$ cat src/gsrd_pkg.sv
// ============================================================================
// gsrd_pkg
// Shared types and constants for the gas sensor reply decoder: frame layout,
// field widths, compensation constants and the status words between units.
// ============================================================================
`default_nettype none

package gsrd_pkg;

    // Frame layout
    localparam int FRAME_BYTES = 9;
    localparam int IDX_W       = 4;
    localparam logic [IDX_W-1:0] IDX_LAST   = IDX_W'(FRAME_BYTES - 1);
    localparam logic [IDX_W-1:0] IDX_HEADER = IDX_W'(0);
    localparam logic [IDX_W-1:0] IDX_VAL_HI = IDX_W'(2);
    localparam logic [IDX_W-1:0] IDX_VAL_LO = IDX_W'(3);
    localparam logic [IDX_W-1:0] IDX_GAS    = IDX_W'(4);
    localparam logic [IDX_W-1:0] IDX_DEC    = IDX_W'(5);

    // Decimal codes carried in byte 5
    localparam logic [7:0] DEC_TENTHS     = 8'd1;
    localparam logic [7:0] DEC_HUNDREDTHS = 8'd2;

    // Field widths
    localparam int BYTE_W    = 8;
    localparam int TEMP_W    = 15;
    localparam int VALUE_W   = 16;
    localparam int RAW_W     = 23;
    localparam int TX_W      = 18;   // temperature arithmetic width
    localparam int OFF_W     = 14;   // offset numerator, at most 8000
    localparam int DEN_W     = 17;   // 90000 + 5t, at most 110000
    localparam int P1_W      = 49;   // 4e7 * raw
    localparam int P2_W      = OFF_W + DEN_W;
    localparam int DIVISOR_W = 26;   // 400 * den, at most 44e6
    localparam int NUM_W     = 48;   // non-negative numerator
    localparam int Q_W       = 23;
    localparam int CNT_W     = $clog2(Q_W);

    // Compensation constants
    localparam logic [25:0] PPM_SCALE = 26'd40000000;
    localparam logic [8:0]  DIV_SCALE = 9'd400;
    localparam logic signed [TX_W-1:0] DEN_BASE   = 18'sd90000;
    localparam logic signed [TX_W-1:0] T_LOW      = -18'sd2000;
    localparam logic signed [TX_W-1:0] T_ZERO     = 18'sd0;
    localparam logic signed [TX_W-1:0] T_MID      = 18'sd2000;
    localparam logic signed [TX_W-1:0] T_HIGH     = 18'sd4000;
    localparam logic signed [TX_W-1:0] OFF_BASE   = 18'sd200;
    localparam logic signed [TX_W-1:0] OFF_HOT    = 18'sd4000;

    // Decoded frame status from the byte parser
    typedef struct packed {
        logic               last;
        logic               check_ok;
        logic [BYTE_W-1:0]  gas;
        logic [VALUE_W-1:0] value;
        logic [BYTE_W-1:0]  decimal;
    } frame_info_t;

    // Divider status
    typedef struct packed {
        logic           done;
        logic [Q_W-1:0] quotient;
    } div_stat_t;

endpackage

`default_nettype wire

$ cat src/gsrd_in_if.sv
// ============================================================================
// gsrd_in_if
// Byte channel into the decoder: one reply byte with temperature and frame mark.
// ============================================================================
`default_nettype none

interface gsrd_in_if import gsrd_pkg::*; ();

    logic                     valid;
    logic                     ready;
    logic [BYTE_W-1:0]        rx_byte;
    logic signed [TEMP_W-1:0] temperature;
    logic                     frame_start;

    modport source (output valid, output rx_byte, output temperature,
                    output frame_start, input ready);
    modport sink   (input valid, input rx_byte, input temperature,
                    input frame_start, output ready);

endinterface

`default_nettype wire

$ cat src/gsrd_out_if.sv
// ============================================================================
// gsrd_out_if
// Result channel out of the decoder: one decoded reading per frame.
// ============================================================================
`default_nettype none

interface gsrd_out_if import gsrd_pkg::*; ();

    logic              valid;
    logic              ready;
    logic              check_ok;
    logic [BYTE_W-1:0] gas_kind;
    logic [RAW_W-1:0]  raw_hundredths;
    logic [RAW_W-1:0]  compensated_hundredths;

    modport source (output valid, output check_ok, output gas_kind,
                    output raw_hundredths, output compensated_hundredths,
                    input ready);
    modport sink   (input valid, input check_ok, input gas_kind,
                    input raw_hundredths, input compensated_hundredths,
                    output ready);

endinterface

`default_nettype wire

$ cat src/gsrd_parser.sv
// ============================================================================
// gsrd_parser
// Byte position tracking, checksum accumulation and capture of the value,
// gas and decimal fields of the sensor reply.
// ============================================================================
`default_nettype none

module gsrd_parser import gsrd_pkg::*;
(
    input  wire logic              clk,
    input  wire logic              rst_n,
    input  wire logic              accept,
    input  wire logic [BYTE_W-1:0] rx_byte,
    input  wire logic              frame_start,
    output frame_info_t            info
);

    logic [IDX_W-1:0]   byte_index_reg, byte_index_next;
    logic [BYTE_W-1:0]  sum_reg, sum_next;
    logic [VALUE_W-1:0] value_reg, value_next;
    logic [BYTE_W-1:0]  gas_reg, gas_next;
    logic [BYTE_W-1:0]  dec_reg, dec_next;
    logic [IDX_W-1:0]   idx;
    logic               last;

    // frame_start forces the byte to be the header
    assign idx  = frame_start ? IDX_HEADER : byte_index_reg;
    assign last = (idx >= IDX_LAST);

    always_comb
    begin
        byte_index_next = byte_index_reg;
        sum_next        = sum_reg;
        value_next      = value_reg;
        gas_next        = gas_reg;
        dec_next        = dec_reg;
        if (accept)
        begin
            byte_index_next = last ? IDX_HEADER : idx + IDX_W'(1);
            if (idx == IDX_HEADER)
            begin
                sum_next = '0;
            end
            else if (!last)
            begin
                sum_next = sum_reg + rx_byte;
                case (idx)
                    IDX_VAL_HI: value_next = {rx_byte, value_reg[BYTE_W-1:0]};
                    IDX_VAL_LO: value_next = {value_reg[VALUE_W-1:BYTE_W], rx_byte};
                    IDX_GAS:    gas_next   = rx_byte;
                    IDX_DEC:    dec_next   = rx_byte;
                    default:    ;
                endcase
            end
        end
    end

    always_ff @(posedge clk or negedge rst_n)
    begin
        if (!rst_n)
        begin
            byte_index_reg <= '0;
            sum_reg        <= '0;
            value_reg      <= '0;
            gas_reg        <= '0;
            dec_reg        <= '0;
        end
        else
        begin
            byte_index_reg <= byte_index_next;
            sum_reg        <= sum_next;
            value_reg      <= value_next;
            gas_reg        <= gas_next;
            dec_reg        <= dec_next;
        end
    end

    always_comb
    begin
        info.last     = last;
        info.check_ok = ((BYTE_W'(0) - sum_reg) == rx_byte);
        info.gas      = gas_reg;
        info.value    = value_reg;
        info.decimal  = dec_reg;
    end

endmodule

`default_nettype wire

$ cat src/gsrd_divider.sv
// ============================================================================
// gsrd_divider
// Restoring divider, one quotient bit per cycle. The dividend must be below
// divisor * 2^Q_W so that the quotient fits in Q_W bits.
// ============================================================================
`default_nettype none

module gsrd_divider import gsrd_pkg::*;
(
    input  wire logic                 clk,
    input  wire logic                 rst_n,
    input  wire logic                 start,
    input  wire logic [NUM_W-1:0]     dividend,
    input  wire logic [DIVISOR_W-1:0] divisor,
    output div_stat_t                 stat
);

    logic                 busy_reg, busy_next;
    logic                 done_reg, done_next;
    logic [CNT_W-1:0]     cnt_reg, cnt_next;
    logic [DIVISOR_W-1:0] rem_reg, rem_next;
    logic [Q_W-1:0]       quo_reg, quo_next;
    logic [DIVISOR_W-1:0] dsr_reg, dsr_next;
    logic [DIVISOR_W+1:0] trial;

    // shift in the next dividend bit and try the subtraction
    assign trial = {1'b0, rem_reg, quo_reg[Q_W-1]} - {2'b00, dsr_reg};

    always_comb
    begin
        busy_next = busy_reg;
        done_next = 1'b0;
        cnt_next  = cnt_reg;
        rem_next  = rem_reg;
        quo_next  = quo_reg;
        dsr_next  = dsr_reg;
        if (start)
        begin
            busy_next = 1'b1;
            cnt_next  = CNT_W'(Q_W - 1);
            rem_next  = DIVISOR_W'(dividend[NUM_W-1:Q_W]);
            quo_next  = dividend[Q_W-1:0];
            dsr_next  = divisor;
        end
        else if (busy_reg)
        begin
            if (!trial[DIVISOR_W+1])
            begin
                rem_next = trial[DIVISOR_W-1:0];
            end
            else
            begin
                rem_next = {rem_reg[DIVISOR_W-2:0], quo_reg[Q_W-1]};
            end
            quo_next = {quo_reg[Q_W-2:0], ~trial[DIVISOR_W+1]};
            cnt_next = cnt_reg - CNT_W'(1);
            if (cnt_reg == '0)
            begin
                busy_next = 1'b0;
                done_next = 1'b1;
            end
        end
    end

    always_ff @(posedge clk or negedge rst_n)
    begin
        if (!rst_n)
        begin
            busy_reg <= 1'b0;
            done_reg <= 1'b0;
            cnt_reg  <= '0;
        end
        else
        begin
            busy_reg <= busy_next;
            done_reg <= done_next;
            cnt_reg  <= cnt_next;
        end
    end

    always_ff @(posedge clk)
    begin
        rem_reg <= rem_next;
        quo_reg <= quo_next;
        dsr_reg <= dsr_next;
    end

    assign stat.done     = done_reg;
    assign stat.quotient = quo_reg;

endmodule

`default_nettype wire

$ cat src/gas_sensor_reply_decoder_unit.sv
// ============================================================================
// gas_sensor_reply_decoder_unit
// Decodes a 9-byte gas sensor reply and gives checksum verdict, gas code,
// raw and temperature-compensated concentration in hundredths of a ppm.
//
// Channels: rx takes one reply byte per word, with the ambient temperature
// (used only with the last byte) and a frame_start mark that resyncs the
// byte counter to the header. result gives one word per complete frame.
// Bytes 0 to 7 are taken whenever rx is ready. The last byte starts the
// compensation sequence: band select, multiply and subtract in S_PREP,
// S_MULT and S_SUB, loading the restoring divider, the divide in it, one
// quotient bit per cycle, taking the quotient in S_DIV and loading the
// output register in S_DONE. rx is not ready from the last byte until
// the output register is loaded, and the result is valid once that load
// is done. A frame whose temperature is out of band or whose numerator
// is negative skips the divider and goes from S_SUB to S_DONE.
// The output register holds a finished word while the receiver stalls;
// the next frame's bytes are still taken, and only that frame's final
// load waits for the register to drain.
// Reset clears the byte counter, the checksum and the captured fields to
// zero and empties the output register.
// ============================================================================
`default_nettype none

module gas_sensor_reply_decoder_unit import gsrd_pkg::*;
(
    input  wire logic clk,
    input  wire logic rst_n,
    gsrd_in_if.sink   rx,
    gsrd_out_if.source result
);

    typedef enum logic [5:0] {
        S_IDLE = 6'b000001,
        S_PREP = 6'b000010,
        S_MULT = 6'b000100,
        S_SUB  = 6'b001000,
        S_DIV  = 6'b010000,
        S_DONE = 6'b100000
    } state_t;

    state_t state_reg, state_next;

    frame_info_t info;
    div_stat_t   div_stat;
    logic        accept;
    logic        div_start;
    logic        div_go_reg, div_go_next;
    logic        load;

    logic                     check_reg, check_next;
    logic [BYTE_W-1:0]        gas_reg, gas_next;
    logic [RAW_W-1:0]         raw_reg, raw_next;
    logic signed [TEMP_W-1:0] temp_reg, temp_next;
    logic                     band_ok_reg, band_ok_next;
    logic [OFF_W-1:0]         off_reg, off_next;
    logic [DEN_W-1:0]         den_reg, den_next;
    logic [P1_W-1:0]          p1_reg, p1_next;
    logic [P2_W-1:0]          p2_reg, p2_next;
    logic [DIVISOR_W-1:0]     dsr_reg, dsr_next;
    logic [NUM_W-1:0]         num_reg, num_next;
    logic [RAW_W-1:0]         comp_reg, comp_next;

    logic                     out_valid_reg, out_valid_next;
    logic                     out_check_reg;
    logic [BYTE_W-1:0]        out_gas_reg;
    logic [RAW_W-1:0]         out_raw_reg;
    logic [RAW_W-1:0]         out_comp_reg;

    logic signed [TX_W-1:0]   t_ext;
    logic signed [TX_W-1:0]   off_s;
    logic signed [TX_W-1:0]   den_s;
    logic [P1_W:0]            diff;

    assign rx.ready = (state_reg == S_IDLE);
    assign accept   = rx.valid && rx.ready;

    // divider start is div_go_reg, so it loads from num_reg in the cycle after S_SUB
    assign div_start = div_go_reg;

    gsrd_parser u_parser (
        .clk         (clk),
        .rst_n       (rst_n),
        .accept      (accept),
        .rx_byte     (rx.rx_byte),
        .frame_start (rx.frame_start),
        .info        (info)
    );

    gsrd_divider u_divider (
        .clk      (clk),
        .rst_n    (rst_n),
        .start    (div_start),
        .dividend (num_reg),
        .divisor  (dsr_reg),
        .stat     (div_stat)
    );

    // temperature band, offset numerator and denominator
    always_comb
    begin
        t_ext = TX_W'(temp_reg);
        if (t_ext <= T_ZERO)
        begin
            off_s = OFF_BASE - t_ext;
        end
        else if (t_ext <= T_MID)
        begin
            off_s = (t_ext <<< 1) + OFF_BASE;
        end
        else
        begin
            off_s = t_ext + OFF_HOT;
        end
        den_s = DEN_BASE + (t_ext <<< 2) + t_ext;
    end

    assign diff = {1'b0, p1_reg} - (P1_W+1)'(p2_reg);

    always_comb
    begin
        state_next   = state_reg;
        check_next   = check_reg;
        gas_next     = gas_reg;
        raw_next     = raw_reg;
        temp_next    = temp_reg;
        band_ok_next = band_ok_reg;
        off_next     = off_reg;
        den_next     = den_reg;
        p1_next      = p1_reg;
        p2_next      = p2_reg;
        dsr_next     = dsr_reg;
        num_next     = num_reg;
        comp_next    = comp_reg;
        div_go_next  = 1'b0;
        load         = 1'b0;
        case (state_reg)
            S_IDLE:
            begin
                if (accept && info.last)
                begin
                    check_next = info.check_ok;
                    gas_next   = info.gas;
                    temp_next  = rx.temperature;
                    if (info.decimal == DEC_TENTHS)
                    begin
                        raw_next = RAW_W'(info.value) * RAW_W'(10);
                    end
                    else if (info.decimal == DEC_HUNDREDTHS)
                    begin
                        raw_next = RAW_W'(info.value);
                    end
                    else
                    begin
                        raw_next = RAW_W'(info.value) * RAW_W'(100);
                    end
                    state_next = S_PREP;
                end
            end
            S_PREP:
            begin
                band_ok_next = (t_ext > T_LOW) && (t_ext <= T_HIGH);
                off_next     = off_s[OFF_W-1:0];
                den_next     = den_s[DEN_W-1:0];
                state_next   = S_MULT;
            end
            S_MULT:
            begin
                p1_next    = P1_W'(PPM_SCALE) * P1_W'(raw_reg);
                p2_next    = P2_W'(off_reg) * P2_W'(den_reg);
                dsr_next   = DIVISOR_W'(DIV_SCALE) * DIVISOR_W'(den_reg);
                state_next = S_SUB;
            end
            S_SUB:
            begin
                num_next = diff[NUM_W-1:0];
                // out of band or negative numerator: result is zero
                if (!band_ok_reg || diff[P1_W])
                begin
                    comp_next  = '0;
                    state_next = S_DONE;
                end
                else
                begin
                    div_go_next = 1'b1;
                    state_next  = S_DIV;
                end
            end
            S_DIV:
            begin
                if (div_stat.done)
                begin
                    comp_next  = div_stat.quotient;
                    state_next = S_DONE;
                end
            end
            S_DONE:
            begin
                if (!out_valid_reg || result.ready)
                begin
                    load       = 1'b1;
                    state_next = S_IDLE;
                end
            end
            default:
            begin
                state_next = S_IDLE;
            end
        endcase
    end

    always_comb
    begin
        if (load)
        begin
            out_valid_next = 1'b1;
        end
        else if (result.ready)
        begin
            out_valid_next = 1'b0;
        end
        else
        begin
            out_valid_next = out_valid_reg;
        end
    end

    always_ff @(posedge clk or negedge rst_n)
    begin
        if (!rst_n)
        begin
            state_reg     <= S_IDLE;
            out_valid_reg <= 1'b0;
            div_go_reg    <= 1'b0;
        end
        else
        begin
            state_reg     <= state_next;
            out_valid_reg <= out_valid_next;
            div_go_reg    <= div_go_next;
        end
    end

    always_ff @(posedge clk)
    begin
        check_reg   <= check_next;
        gas_reg     <= gas_next;
        raw_reg     <= raw_next;
        temp_reg    <= temp_next;
        band_ok_reg <= band_ok_next;
        off_reg     <= off_next;
        den_reg     <= den_next;
        p1_reg      <= p1_next;
        p2_reg      <= p2_next;
        dsr_reg     <= dsr_next;
        num_reg     <= num_next;
        comp_reg    <= comp_next;
        if (load)
        begin
            out_check_reg <= check_reg;
            out_gas_reg   <= gas_reg;
            out_raw_reg   <= raw_reg;
            out_comp_reg  <= comp_next;
        end
    end

    assign result.valid                  = out_valid_reg;
    assign result.check_ok               = out_check_reg;
    assign result.gas_kind               = out_gas_reg;
    assign result.raw_hundredths         = out_raw_reg;
    assign result.compensated_hundredths = out_comp_reg;

    // The last byte of a frame blocks the byte channel on the next cycle
    assert property (@(posedge clk) disable iff (!rst_n)
        (accept && info.last) |=> !rx.ready)
        else $error("byte channel open during compensation");

    // Quotient only arrives while the sequencer waits for it
    assert property (@(posedge clk) disable iff (!rst_n)
        div_stat.done |-> (state_reg == S_DIV))
        else $error("divider finished outside the divide step");

    // Compensation never exceeds 1.25 times the raw value
    assert property (@(posedge clk) disable iff (!rst_n)
        result.valid |-> ({1'b0, result.compensated_hundredths} <=
            ({1'b0, result.raw_hundredths} + (RAW_W+1)'(result.raw_hundredths[RAW_W-1:2]))))
        else $error("compensated value out of bound");

endmodule

`default_nettype wire
$ cat src/flat_wrapper.sv
// flat-port wrapper written by rule: the top's interface ports become plain ports
module gas_sensor_reply_decoder_unit_flat import gsrd_pkg::*;
  (clk, rst_n, rx_valid, rx_rx_byte, rx_temperature, rx_frame_start, rx_ready, result_valid, result_check_ok, result_gas_kind, result_raw_hundredths, result_compensated_hundredths, result_ready);
  gsrd_in_if rx_i ();
  gsrd_out_if result_i ();
  input  wire logic clk;
  input  wire logic rst_n;
  input wire logic [$bits(rx_i.valid)-1:0] rx_valid;
  input wire logic [$bits(rx_i.rx_byte)-1:0] rx_rx_byte;
  input wire logic [$bits(rx_i.temperature)-1:0] rx_temperature;
  input wire logic [$bits(rx_i.frame_start)-1:0] rx_frame_start;
  output wire logic [$bits(rx_i.ready)-1:0] rx_ready;
  output wire logic [$bits(result_i.valid)-1:0] result_valid;
  output wire logic [$bits(result_i.check_ok)-1:0] result_check_ok;
  output wire logic [$bits(result_i.gas_kind)-1:0] result_gas_kind;
  output wire logic [$bits(result_i.raw_hundredths)-1:0] result_raw_hundredths;
  output wire logic [$bits(result_i.compensated_hundredths)-1:0] result_compensated_hundredths;
  input wire logic [$bits(result_i.ready)-1:0] result_ready;
  assign rx_i.valid = rx_valid;
  assign rx_i.rx_byte = rx_rx_byte;
  assign rx_i.temperature = rx_temperature;
  assign rx_i.frame_start = rx_frame_start;
  assign rx_ready = rx_i.ready;
  assign result_valid = result_i.valid;
  assign result_check_ok = result_i.check_ok;
  assign result_gas_kind = result_i.gas_kind;
  assign result_raw_hundredths = result_i.raw_hundredths;
  assign result_compensated_hundredths = result_i.compensated_hundredths;
  assign result_i.ready = result_ready;
  gas_sensor_reply_decoder_unit u_core (.clk(clk), .rst_n(rst_n), .rx(rx_i), .result(result_i));
endmodule
$ cat config.mk
export PLATFORM = sky130hd
export DESIGN_NAME = gas_sensor_reply_decoder_unit_flat
export DESIGN_NICKNAME = d
export VERILOG_FILES = /design/src/gsrd_pkg.sv /design/src/gsrd_in_if.sv /design/src/gsrd_out_if.sv /design/src/gsrd_parser.sv /design/src/gsrd_divider.sv /design/src/gas_sensor_reply_decoder_unit.sv /design/src/flat_wrapper.sv
export SDC_FILE = /design/constraint.sdc
export NUM_CORES = 2
export LEC_CHECK = 0
export ABC_CLOCK_PERIOD_IN_PS = 15660
export BUFFER_PORTS_ARGS = -buffer_cell sky130_fd_sc_hd__buf_2
export CAP_MARGIN = 10
export CORE_MARGIN = 3
export CORE_UTILIZATION = 50
export CTS_CLUSTER_DIAMETER = 40
export DETAILED_ROUTE_END_ITERATION = 10
export GPL_TIMING_DRIVEN = 0
export PLACE_DENSITY = 0.69
export RECOVER_POWER = 100
export SYNTH_ARGS = -nofsm -noshare
export SYNTH_HDL_FRONTEND = slang
export SYNTH_SLANG_ARGS = --single-unit
$ cat constraint.sdc
create_clock -name clk -period 15.66 [get_ports clk]
set_input_delay 0.783 -clock clk [delete_from_list [all_inputs] [get_ports clk]]
set_output_delay 0.783 -clock clk [all_outputs]
set_load 0.01 [all_outputs]
==> summary.txt <==
Run status
  • Outcome: finished, violations left
  • Violated checks: capacitance limit, slew limit

Yosys
  • Yosys warning count: 0
  • Net Count, Synth: 4557
  • Seq cells post-synth: 428
  • Post-synth EDFFs: 345
  • Dominant synthesized flop cell: edfxtp_1
  • Cell Area, Synth: 0.0386 sq mm
  • Post-synth ARST share: 13.8%
  • Most frequent cell after synthesis: inv_1
  • Mapped Cells: 3693
  • Synth top area cells: edfxtp_1 (27%), ha_1 (17%), fa_1 (16%), inv_1 (6.6%), dfrtp_1 (3.8%)
  • Most common library cells after synthesis: inv_1 (683), ha_1 (522), edfxtp_1 (345), fa_1 (314), nand2_1 (264)
  • Sequential share of the synthesized area: 31.9%
  • Yosys top cell by area: edfxtp_1
  • Post-synth top area share: 26.8%
  • Average cell area after synthesis: 10.5 sq um
  • Synth cell types: 87

Timing
  • Min Tclk post-route: 7.39 ns
  • Final Cycle Share: 47.2%
  • Final number of setup-violating endpoints: 0
  • Final Max Slew Viols: 223
  • Setup TNS: 0 ns
  • Rel. slew slack: -133%
  • Slew @ Worst Pin: 3.49 ns
  • RSZ-0062 raised after global routing: no
  • Final hold violation count: 0
  • Fmax: 135 MHz
  • Layout Skew: 0.0375 ns

Routing
  • Post-Route WL: 86.5 mm
  • Avg Vias per Cell: 5.41
  • ANT nets after route: 0
  • DRT iter0 DRCs: 1651
  • DRC: 0
  • Total number of vias: 26.8k
  • Drt wl/cell: 17.5 um
  • Drt pass-1 iters: 8

Floorplanning
  • Chip height: 284 um
  • Num rows: 101
  • Die W: 284 um
  • Core Box Area: 0.0762 sq mm
  • Ports: 85
  • DIE AREA: 0.0806 sq mm
  • Starting Density: 50.7%

Cells and area
  • Fillers: 6631
  • Layout cells sized above 1: 5.83%
  • Max reg flops: 48
  • Syn-to-layout area delta: 10.4%
  • Final instance area: 0.0426 sq mm
  • Multi-input gate area: 0.0232 sq mm
  • Non-filler cells, final: 4957
  • N_diodes: 0
  • Fin nets: 4730
  • Seq. cell area: 0.0123 sq mm

Place
  • Placed cell count: 4821
  • RePlAce Congestion: 0.925
  • PortBufs: 84
  • Cell Area, Placed: 0.0406 sq mm
  • DP HPWL: 68.7 mm

Worst setup path
  • Endpoint class of the critical path: register
  • R2R Path Start: u_core.off_reg[6]
  • R2R depth: 21
  • Crit Path Category: reg -> reg
  • Type of origin of the critical path: register
  • Req. time, crit path: 16.01 ns
  • Flop2flop setup slack: 8.27 ns
  • Critical R2R Capture: u_core.p2_reg[29]
  • Worst-path fanout max: 10
  • Worst Path Arrival: 7.74 ns

Clocking
  • Root Driver: clkbuf_16
  • Clock Latency Late Sink: 0.62 ns
  • Hold_buf cts: 0
  • CTS tree: done
  • Clk pin slew, worst setup/hold paths: 0.06 ns
  • CTS H-tree lvls: 3
  • Post-CTS setup buffer count: 0
  • Clock sink count: 428
  • Total CTS buffers: 73
  • Maximum clock path buffer count: 3
  • Post_cts resized: 0

Global route
  • Total GRT Usage: 21.8%
  • Total grt overflow: 0
  • Initial antenna violation count: 0
  • First-pass GRT wire length: 141 mm
  • Pin count of the biggest net entering global routing: 60
  • Vias in the first global route: 27.4k

Run
  • Max-cap violations: 6

Min path
  • HP Start: rx_temperature[2]
  • Hold endpoint: u_core.temp_reg[2]
  • Hold crit path type: in -> reg
  • Hold path depth: 1

Pwr
  • Peak VDD IR: 0.000101 V
  • Total power: 4.01 mW
  • PD cells: 94.1 mW/mm^2
  • Pleak: 20.1 nW
-- kinds of logic (layout without fill, tap and decap cells) --
| family | after synthesis | count (layout) | synth area share, % |
|---|---|---|---|
| adders and majority gates | 836 | 836 | 33.2 |
| buffers and inverters | 774 | 1008 | 7.59 |
| and+or+nand+nor | 785 | 785 | 10.3 |
| muxes | 67 | 67 | 1.94 |
| AOI/OAI and AO/OA | 596 | 596 | 10.4 |
| DFF | 428 | 428 | 31.9 |
| xor gates and xnor gates | 207 | 207 | 4.69 |
-- per-layer routing --
layer / up-vias / share of wire [%] / GRT usage [%]
met2: 679 / 46 / 35.7
li1: 12900 / - / -
met1: 13100 / 44 / 29.1
met4: 0 / 2.9 / 6.67
met3: 172 / 6.7 / 4.67
met5: - / 0 / 0
-- worst max-delay path, cell delays in order, from the launching register on --
cell and delay [ns]:
edfxtp_1 0.31, clkbuf_1 0.54, clkbuf_1 0.55, nand2_1 0.16
fa_1 0.57, fa_1 0.45, fa_1 0.49, inv_1 0.05
fa_1 0.50, fa_1 0.54, inv_1 0.08, fa_1 0.56
inv_1 0.05, ha_1 0.37, and2_0 0.21, a2111oi_0 0.41
o21a_1 0.19, o31a_1 0.21, o31ai_1 0.19, a41o_1 0.30
o211a_1 0.24, xor2_1 0.17
-- stage by stage --
step	utilization, %	setup slack, ns	hold slack (ns)
finish	55.9	8.27	0.348
detailed placement	53.2	8.37	0.405
CTS	56.5	8.35	0.255
global placement	52.9	4.58	0.402
floorplan	-	7.21	0.400
global route	55.9	7.89	0.321
-- power by group --
part | leakage [nW] | total, mW | switching (mW) | internal (mW)
clock | 1.20 | 1.60 | 0.627 | 0.977
sequential | 4.16 | 1.38 | 0.0725 | 1.30
combinational | 14.7 | 1.03 | 0.572 | 0.459
total | 20.1 | 4.01 | 1.27 | 2.74
-- how the worst max path moves through the flow --
stage | startpoint | end | slack (ns) | cells past startpoint
after floorplan | u_core.state_reg[1] | u_core.dsr_reg[10] | 7.21 | 2
after global routing | u_core.den_reg[5] | u_core.p2_reg[24] | 7.89 | 21
after detailed placement | u_core.off_reg[6] | u_core.p2_reg[29] | 8.37 | 21
after global placement | u_core.state_reg[1] | u_core.p2_reg[3] | 4.58 | 2
after CTS | u_core.off_reg[6] | u_core.p2_reg[29] | 8.35 | 21
final | u_core.off_reg[6] | u_core.p2_reg[29] | 8.27 | 21
-- cell type report --
class / count / share of cell area, %
Clock inverter: 57 / 1.57
Buffer: 89 / 0.784
Inverter: 685 / 6.03
Sequential cell: 428 / 28.9
Tap cell: 1030 / 3.02
Clock buffer: 79 / 4.34
Timing Repair Buffer: 98 / 0.936
Multi-Input combinational cell: 2491 / 54.4
-- cells in the final DEF, fill, tap and decap left out, drive strengths merged, types with 25 or more instances in the layout --
master,count
and2,130
mux2,54
inv,708
edfxtp,345
ha,522
a21o,81
nand2,264
buf,25
o21ai,128
nor3,66
dfrtp,58
xor2,66
clkbuf,241
a21oi,168
nand3,37
xnor2,141
nor2,117
fa,314
No activity file was read; power rests on OpenSTA's default activity.
